## src/hdl/bds_pkg.sv

```systemverilog
// ----------------------------------------------------------------------------
// bds_pkg: shared types for the de Casteljau split block
// Coordinate and parameter widths, point and pyramid types.
// ----------------------------------------------------------------------------
package bds_pkg;

    localparam int COORD_WIDTH = 32;
    localparam int T_FRAC_BITS = 16;
    localparam int T_WIDTH     = T_FRAC_BITS + 1;
    localparam int NUM_POINTS  = 4;

    localparam logic [T_WIDTH-1:0] T_ONE = T_WIDTH'(1) << T_FRAC_BITS;

    typedef logic signed [COORD_WIDTH-1:0] t_coord;
    typedef logic        [T_WIDTH-1:0]     t_tpar;
    typedef logic        [1:0]             t_idx;

    typedef struct packed {
        t_coord x;
        t_coord y;
    } t_pt;

    // lv[level][j]: level 0 holds the control points
    typedef struct packed {
        t_idx                                  deg;
        t_tpar                                 t;
        t_pt [NUM_POINTS-1:0][NUM_POINTS-1:0]  lv;
    } t_pyr;

endpackage

```

## src/hdl/bds_lerp.sv

```systemverilog
// ----------------------------------------------------------------------------
// bds_lerp: one interpolation lane
// y = a + round_half_up(t * (b - a) / 2^T_FRAC_BITS) on one coordinate.
// ----------------------------------------------------------------------------
module bds_lerp (
    input  bds_pkg::t_coord i_a,
    input  bds_pkg::t_coord i_b,
    input  bds_pkg::t_tpar  i_t,
    output bds_pkg::t_coord o_y
);
    import bds_pkg::*;

    localparam int PW = COORD_WIDTH + T_WIDTH + 2;
    localparam logic signed [PW-1:0] HALF = PW'(1) << (T_FRAC_BITS - 1);

    logic signed [COORD_WIDTH:0] w_d;
    logic signed [T_WIDTH:0]     w_t;
    logic signed [PW-1:0]        w_prod;
    logic signed [PW-1:0]        w_rnd;
    logic signed [PW-1:0]        w_sh;

    assign w_d    = $signed({i_b[COORD_WIDTH-1], i_b}) - $signed({i_a[COORD_WIDTH-1], i_a});
    assign w_t    = $signed({1'b0, i_t});
    assign w_prod = PW'(w_d) * PW'(w_t);
    assign w_rnd  = w_prod + HALF;
    assign w_sh   = w_rnd >>> T_FRAC_BITS;
    // result lies between a and b, so the low bits are exact
    assign o_y    = t_coord'(i_a + w_sh[COORD_WIDTH-1:0]);

endmodule

```

## config.mk

```make
export PLATFORM = sky130hd
export DESIGN_NAME = bds_lerp
export DESIGN_NICKNAME = d
export VERILOG_FILES = /design/src/hdl/bds_pkg.sv /design/src/hdl/bds_lerp.sv
export SDC_FILE = /design/constraint.sdc
export NUM_CORES = 2
export LEC_CHECK = 0
export BUFFER_PORTS_ARGS = -buffer_cell sky130_fd_sc_hd__clkbuf_2
export CORE_UTILIZATION = 62
export DETAILED_ROUTE_END_ITERATION = 7
export PLACE_DENSITY = 0.85
export SLEW_MARGIN = 30
export SYNTH_ARGS = -nofsm -noshare
export SYNTH_HDL_FRONTEND = slang
export SYNTH_SLANG_ARGS = --single-unit
```

## constraint.sdc

```tcl
create_clock -name vclk -period 17.56
set_input_delay 2.634 -clock vclk [all_inputs]
set_output_delay 2.634 -clock vclk [all_outputs]
set_load 0.05 [all_outputs]
```

==> results by group <==
Timing
  – Final Setup Violations: 0
  – Slew margin rel.: 32.3%
  – Unrepaired setup endpoints after global routing: false
  – Final Hold Vio Count: 0
  – Accumulated negative setup slack: 0 ns
  – Least-Margin Pin Slew: around 1.0 ns
  – Fmax: 0.0593 GHz
  – Final Critical Period: 16.85 ns
  – Ratio of final minimum period to clock period: 96.0%
  – Max Slew Vio Count: 0

Floorplan
  – Die Y: 191 µm
  – Core area: 34800 µm²
  – Die Width: about 190 µm
  – Rows: 68
  – Boundary pin count: 113
  – Initial core utilization: 63.6%
  – Die area: 36500 µm²

Synthesis
  – Multiplexer share of the synthesized area: 0.0452%
  – Simple logic cell fraction of the synthesized area: 17.6%
  – Netlist cell types: 56
  – Compound-cell area share of the yosys netlist: ~8%
  – Post-synthesis xor/xnor area fraction: 3.86%
  – Seq/Total Area, Yosys: 0%
  – Syn avg cell area: between 8 and 9 µm²
  – Top-area cell type share of the netlist area: 46.8%
  – Synthesized area: 22100 µm²
  – Cell taking the most area after synthesis: fa_1
  – Yosys warnings: 0
  – Adder-cell share of the synthesized area: 58.6%
  – Largest cells by area after synthesis: fa_1 47%, ha_1 12%, inv_1 11%
  – Synthesized net count: about 3400
  – Post-synthesis instance total: roughly 2500
  – Largest family of logic cells by synthesized area: adder cells

Outcome
  – Outcome: finished clean

Layout
  – Ant diodes: 0
  – Clock buffers: 0
  – Commonest non-fill, non-tap cells in the layout: 622 x inv_1, 517 x fa_1, 312 x and2_1
  – Nets: between 3000 and 4000
  – Share of cells above drive strength 1: 6.42%
  – Filler cell count: 2703
  – Area growth from synthesis to layout: 4.92%
  – Most common cell after layout, fill and taps aside: inv_1
  – FF+latch count: 0
  – Register Area: 0 µm²
  – Area of the multi-input gates: 19500 µm²

Global routing
  – Global-route wire length before repair: approximately 90 mm
  – Antenna violations before repair: 0
  – GR Overflow Total: 0
  – Vias in the first global route: between 15000 and 20000
  – Pin count of the biggest net entering global routing: 35
  – GR Util All Layers: 31.9%

Worst setup path
  – Slowest stage delay, CP: about 0.53 ns
  – Critical Path RT: 14.93 ns
  – Crit-path max FO: 13
  – Crit Path Class: in2out
  – CP endpoint kind: primary output
  – Slowest CP cell: fa_1
  – Crit path arrival time: 14.22 ns
  – Startpoint Class: input port
  – Cell mode on critical path: fa_1

Drt
  – Vias: 17500
  – DRT antenna net count: 0
  – Final wirelength: 55.4 mm
  – Wire length per cell: 18.1 µm
  – Vias per cell: 5.73
  – First drt pass iteration count: 5
  – Residual DRC count: 0
  – Initial DRC Count: 1037

Min path
  – HP Class: in2out
  – Worst Hold Path Cells: 3

Placement
  – PortBufs: roughly 110
  – HPWL Detailed: 45.1 mm
  – GP Congestion: 0.925

Job
  – Max-cap violations: 0
synth_stat cells (5+ instances only):
master      n
o21ai_0    45
and2_1    312
xnor2_1    70
inv_1     622
a31oi_1     9
clkbuf_1   89
nand2_1   253
o211ai_1    7
nor2b_1    30
a21boi_0    6
a21o_1     53
a21oi_1    87
nor3b_1    13
nand3_1    14
nand4_1    10
nand2b_1   20
or3b_2      6
o31ai_1     5
a211oi_1   10
o21a_1      7
o21bai_1   11
nor2_1     50
nor3_1     14
fa_1      517
ha_1      210
xor2_1     25
and3_1     10
through the flow:
stage,hold slack (ns),util [%],instances,setup WS [ns],area (µm²)
3_5_place_dp,5.76,66.6,3056,0.404,23200
6_report,5.75,66.7,3058,0.705,23200
4_1_cts,5.75,66.6,3056,0.352,23200
3_3_place_gp,5.75,66.6,3056,0.790,23200
5_1_grt,5.79,66.7,3058,0.0293,23200
2_1_floorplan,5.65,-,2548,1.90,22100
worst paths after layout:
| kind | slack, ns | endpoint | start |
|---|---|---|---|
| hold / removal | 5.75 | o_y[0] | i_a[0] |
| setup / recovery | 0.71 | o_y[31] | i_a[0] |
worst max-delay path: cells and delay by family:
kind / cells / cell delay, ns
AO/OA/AOI/OAI: 17 / 4.22
adder cells (fa/ha/maj): 10 / 4.18
XOR/XNOR: 2 / 0.49
buffers and inverters: 7 / 0.72
AND/OR/NAND/NOR: 9 / 1.95
per-layer routing:
metal	part of all wire [%]	vias to the layer above	track usage [%]
met5	0	-	0
met4	5.7	0	16.4
met3	6.8	233	2.46
met2	51	740	57.8
met1	36	8844	37.9
li1	-	7707	-
logic make-up after synthesis:
family | Yosys count
xor gates and xnor gates | 96
adders and majority gates | 727
muxes | 1
and+or+nand+nor | 742
AOI/OAI and AO/OA | 269
buffers and inverters | 713
final cells by class:
class                           instances  share of cell area (%)
Inverter                              622                    10.1
Multi-Input combinational cell       1835                    84.0
Tap cell                              455                    2.45
Timing Repair Buffer                  146                    3.50
repair_timing:
item / in CTS / in global routing
setup buffers: 0 / 2
resized for setup: 0 / 2
hold buffers: 0 / 0
setup endpoints to repair: 0 / 2
Power is left out: the tool's default activity adds up to more than one toggle a clock period on the data nets, which glitch-free logic cannot reach.
