**src/hdl/bds_pkg.sv**
```systemverilog
// ----------------------------------------------------------------------------
// bds_pkg: shared types for the de Casteljau split block
// Coordinate and parameter widths, point and pyramid types.
// ----------------------------------------------------------------------------
package bds_pkg;

    localparam int COORD_WIDTH = 32;
    localparam int T_FRAC_BITS = 16;
    localparam int T_WIDTH     = T_FRAC_BITS + 1;
    localparam int NUM_POINTS  = 4;

    localparam logic [T_WIDTH-1:0] T_ONE = T_WIDTH'(1) << T_FRAC_BITS;

    typedef logic signed [COORD_WIDTH-1:0] t_coord;
    typedef logic        [T_WIDTH-1:0]     t_tpar;
    typedef logic        [1:0]             t_idx;

    typedef struct packed {
        t_coord x;
        t_coord y;
    } t_pt;

    // lv[level][j]: level 0 holds the control points
    typedef struct packed {
        t_idx                                  deg;
        t_tpar                                 t;
        t_pt [NUM_POINTS-1:0][NUM_POINTS-1:0]  lv;
    } t_pyr;

endpackage

```
**src/hdl/bds_merge.sv**
```systemverilog
// ----------------------------------------------------------------------------
// bds_merge: result sequencer
// Holds a finished pyramid and emits left/right point pairs, one per transfer.
// ----------------------------------------------------------------------------
module bds_merge (
    input  logic            i_clk,
    input  logic            i_rst_n,
    input  bds_pkg::t_pyr   i_pyr,
    input  logic            i_pyr_valid,
    output logic            o_take,
    input  logic            i_stall,
    output logic            o_valid,
    output bds_pkg::t_idx   o_point_index,
    output bds_pkg::t_coord o_left_x,
    output bds_pkg::t_coord o_left_y,
    output bds_pkg::t_coord o_right_x,
    output bds_pkg::t_coord o_right_y,
    output logic            o_last_point
);
    import bds_pkg::*;

    t_pyr   r_hold, n_hold;
    t_idx   r_k, n_k;
    logic   r_valid, n_valid;
    logic   r_last, n_last;
    t_pt    r_left, n_left;
    t_pt    r_right, n_right;
    logic   w_more;
    logic   w_adv;

    assign w_more = r_valid && !r_last;
    assign w_adv  = !r_valid || !i_stall;
    assign o_take = w_adv && !w_more && i_pyr_valid;

    always_comb begin
        t_pyr src;
        src     = w_more ? r_hold : i_pyr;
        n_hold  = r_hold;
        n_k     = r_k;
        n_valid = r_valid;
        if (w_adv) begin
            if (w_more) begin
                n_k = r_k + 2'd1;
            end else begin
                n_hold = i_pyr;
                n_k    = '0;
            end
            n_valid = w_more || i_pyr_valid;
        end
        n_last  = (n_k == src.deg);
        n_left  = src.lv[n_k][0];
        n_right = src.lv[t_idx'(src.deg - n_k)][n_k];
    end

    always_ff @(posedge i_clk) begin
        if (!i_rst_n) begin
            r_valid <= 1'b0;
        end else begin
            r_valid <= n_valid;
        end
        if (w_adv) begin
            r_hold  <= n_hold;
            r_k     <= n_k;
            r_last  <= n_last;
            r_left  <= n_left;
            r_right <= n_right;
        end
    end

    assign o_valid       = r_valid;
    assign o_point_index = r_k;
    assign o_left_x      = r_left.x;
    assign o_left_y      = r_left.y;
    assign o_right_x     = r_right.x;
    assign o_right_y     = r_right.y;
    assign o_last_point  = r_last;

endmodule

```
**config.mk**
```make
export PLATFORM = sky130hd
export DESIGN_NAME = bds_merge
export DESIGN_NICKNAME = d
export VERILOG_FILES = /design/src/hdl/bds_pkg.sv /design/src/hdl/bds_merge.sv
export SDC_FILE = /design/constraint.sdc
export NUM_CORES = 2
export LEC_CHECK = 0
export ABC_AREA = 1
export CORE_AREA = 5 5 454 456
export DETAILED_ROUTE_END_ITERATION = 8
export DIE_AREA = 0 0 459 461
export DONT_BUFFER_PORTS = 1
export PLACE_DENSITY = 0.53
export SYNTH_ARGS = -nofsm -noshare
export SYNTH_HDL_FRONTEND = slang
export SYNTH_SLANG_ARGS = --single-unit
```
**constraint.sdc**
```tcl
create_clock -name i_clk -period 14.6 [get_ports i_clk]
set_input_delay 1.46 -clock i_clk [delete_from_list [all_inputs] [get_ports i_clk]]
set_output_delay 1.46 -clock i_clk [all_outputs]
set_load 0.03 [all_outputs]
```
==> results.sh <==
export IMPL_fillers=21400
export IMPL_rows=165
export IMPL_pin_count=1180
export IMPL_relSlewSlack_pct=1.28
export IMPL_synth_xor_area_share_pct=0
export IMPL_synth_compound_area_share_pct=3.86
export IMPL_ys_types=23
export IMPL_syn_cell_area_mm2=0.0631
export IMPL_placed_cell_area_mm2=0.0648
export IMPL_synth_fp_nets=9065
export IMPL_synthSimpleGateAreaFrac_pct=33.7
export IMPL_cp_arrival_ns=7.74
export IMPL_h_tree_depth=4
export IMPL_synth_edf_count=1157
export IMPL_gp_congestion=0.895
export IMPL_ys_seq_elements=1158
export IMPL_setup_viol=0
export IMPL_grt_pass1_wl_mm=367
export IMPL_synthAdderAreaFrac_pct=0
export IMPL_holdWs_ns=0.539
export IMPL_outcome="finished clean"
export IMPL_grtUsageTotal_pct=23.7
export IMPL_grt_max_degree=197
export IMPL_cts_sinks=1158
export IMPL_synthMuxAreaShare_pct=0
export IMPL_power_density_mw_per_mm2=186
export IMPL_synth_top_family_by_area="simple AND/OR/NAND/NOR gates"
export IMPL_grt_antenna_before_repair=159
export IMPL_ant_nets=0
export IMPL_rsz0062_at_grt="false"
export IMPL_synth_warnings=0
export IMPL_hp_class="reg -> reg"
export IMPL_maxCapViolCount=0
export IMPL_worst_path_max_fanout=176
export IMPL_setup_tns_ns=0
export IMPL_slowest_delay_ns=0.89
export IMPL_ys_seq_area_share_pct=55.1
export IMPL_synth_top_flop_cell="edfxtp_1"
export IMPL_fin_area_mm2=0.0693
export IMPL_nets=8766
export IMPL_cts_setup_buffers=0
export IMPL_async_reset_ff_share_pct=0
export IMPL_dieWidth_um=459
export IMPL_fin_crit_ns=7.33
export IMPL_syn_mean_instance_area_um2=7.87
export IMPL_die_area_mm2=0.212
export IMPL_layout_drive_gt1_share_pct=6.71
export IMPL_finalCritPeriodShare_pct=50.2
export IMPL_clockRootBuffer="clkbuf_16"
export IMPL_hold_violations=0
export IMPL_worstPathRequired_ns=15.01
export IMPL_utilization_pct=34.4
export IMPL_cts_clk_slew_worst_paths_ns=0.05
export IMPL_startpoint_type="input pin"
export IMPL_grt_pass1_vias=49600
export IMPL_slowest_stage="buf_4"
export IMPL_place_hpwl_mm=181
export IMPL_cts_buffers_inserted=143
export IMPL_crit_chain="nand2_8 -> buf_12 -> buf_4 -> buf_4 -> buf_4 -> buf_4 -> buf_4"
export IMPL_vdd_drop_max_uv=111
export IMPL_area_growth_syn_to_layout_pct=9.91
export IMPL_cts_tree="done"
export IMPL_grt_overflow_total=0
export IMPL_port_buffers=0
export IMPL_vias_per_cell=5.07
export IMPL_crit_type="in -> reg"
export IMPL_floorplan_initialDensity_pct=31.3
export IMPL_cts_hold_buf=0
export IMPL_route_detailed_drc=0
export IMPL_clk_latency_ns=0.79
export IMPL_cpMostUsedCell="buf_4"
export IMPL_routed_wl_mm=264
export IMPL_wl_per_cell_um=24.9
export IMPL_drtIter0Drc=6236
export IMPL_clock_path_buffers=3
export IMPL_fin_worst_skew_ns=0.0365
export IMPL_die_y_um=461
export IMPL_finalMaxSlewViolations=0
export IMPL_post_cts_resized=0
export IMPL_vias=53600
export IMPL_netlist_instances=8018
export IMPL_max_freq_mhz=136
export IMPL_core_mm2=0.201
export IMPL_worst_pin_slew_ns=1.48
export IMPL_end_kind="flop"
export IMPL_dr_pass1_iters=6
export IMPL_leakage_nw=32.3
-- layout by cell type, fill, tap and decap left out, types with 52 or more instances in the layout --
cell and count:
diode_2 80, inv_1 584, nand2_1 4280, buf_4 52, nand3_1 545, clkbuf_16 146
o21ai_0 314, or2_2 251, o21ai_1 93, o22ai_1 64, nor2_1 196, edfxtp_1 1157
-- metal layers --
layer	GRT usage, %	vias up	wire, µm	share of wire, %
met4	9.22	106	10600	4.0
met3	7.21	463	28300	11
met5	0	-	632	0.24
met1	32.0	25300	109000	41
met2	35.7	2691	115000	44
li1	-	25000	-	-
-- sequential cells by signal, summed over array words and instances (netlist names) --
| signal | cells |
|---|---|
| o_right_y | 32 |
| o_left_y | 32 |
| o_left_x | 32 |
| o_last_point | 1 |
| r_hold | 1026 |
| o_valid | 1 |
| o_point_index | 2 |
| o_right_x | 32 |
-- per-stage QoR --
| step | worst slack [ns] | cells | power (mW) |
|---|---|---|---|
| after floorplan | 3.09 | 8018 | 7.91 |
| after global placement | 6.64 | 10200 | 9.53 |
| after detailed placement | 6.63 | 10200 | 9.57 |
| after CTS | 7.52 | 10500 | 13.0 |
| after global routing | 7.21 | 10500 | 13.6 |
| final | 7.27 | 10600 | 12.9 |
-- layout make-up --
| cell class | count | area, µm² | area share (%) |
|---|---|---|---|
| flip-flops and latches | 1158 | 34800 | 50.1 |
| multi-input cells | 5765 | 23800 | 34.3 |
| repair buffers | 63 | 611 | 0.881 |
| inverters | 588 | 2240 | 3.22 |
| diodes | 80 | 200 | 0.289 |
| clock inverters | 74 | 549 | 0.792 |
| well taps | 2672 | 3340 | 4.82 |
| clock buffers | 181 | 3820 | 5.52 |
-- path summary, 6_finish.rpt --
kind	from	end	slack, ns	cells after the start
max	i_stall	r_hold[193]	7.27	7
min	r_hold[614]	r_hold[614]	0.54	2
max reg2reg	o_valid	r_hold[193]	7.37	8
min reg2reg	r_hold[614]	r_hold[614]	0.54	2
-- where the power goes --
group / total (mW) / switching (mW) / internal [mW]
logic: 4.17 / 3.16 / 1.01
registers: 5.33 / 0.681 / 4.65
clock network: 3.43 / 1.52 / 1.91
-- synthesized netlist by cell type, types with 2 or more instances --
master    instances  area share [%]
o21ai_0         314             2.5
buf_1            30            0.18
nand3_1         547             4.3
buf_6             6            0.11
nand2_1        4284              25
buf_2           268             2.1
o21ai_1          93            0.74
inv_2             2           0.012
or2_2           251             2.5
edfxtp_1       1157              55
o22ai_1          64            0.63
inv_1           585             3.5
or2_0             4           0.040
buf_4            39            0.46
clkbuf_1        164            0.98
nor2_1          196             1.2
nand3_2           2           0.032
nand2_4           3           0.054
nand2_2           5           0.050
-- cells by family after synthesis --
group / after synthesis
flops: 1158
compound gates: 471
buf+inv: 1095
simple gates: 5294
-- critical path, delay by kind of cell --
kind                   cells  cell delay [ns]
buffers and inverters      6             4.93
and+or+nand+nor            1             0.48
No activity file was read; power rests on OpenSTA's default activity.
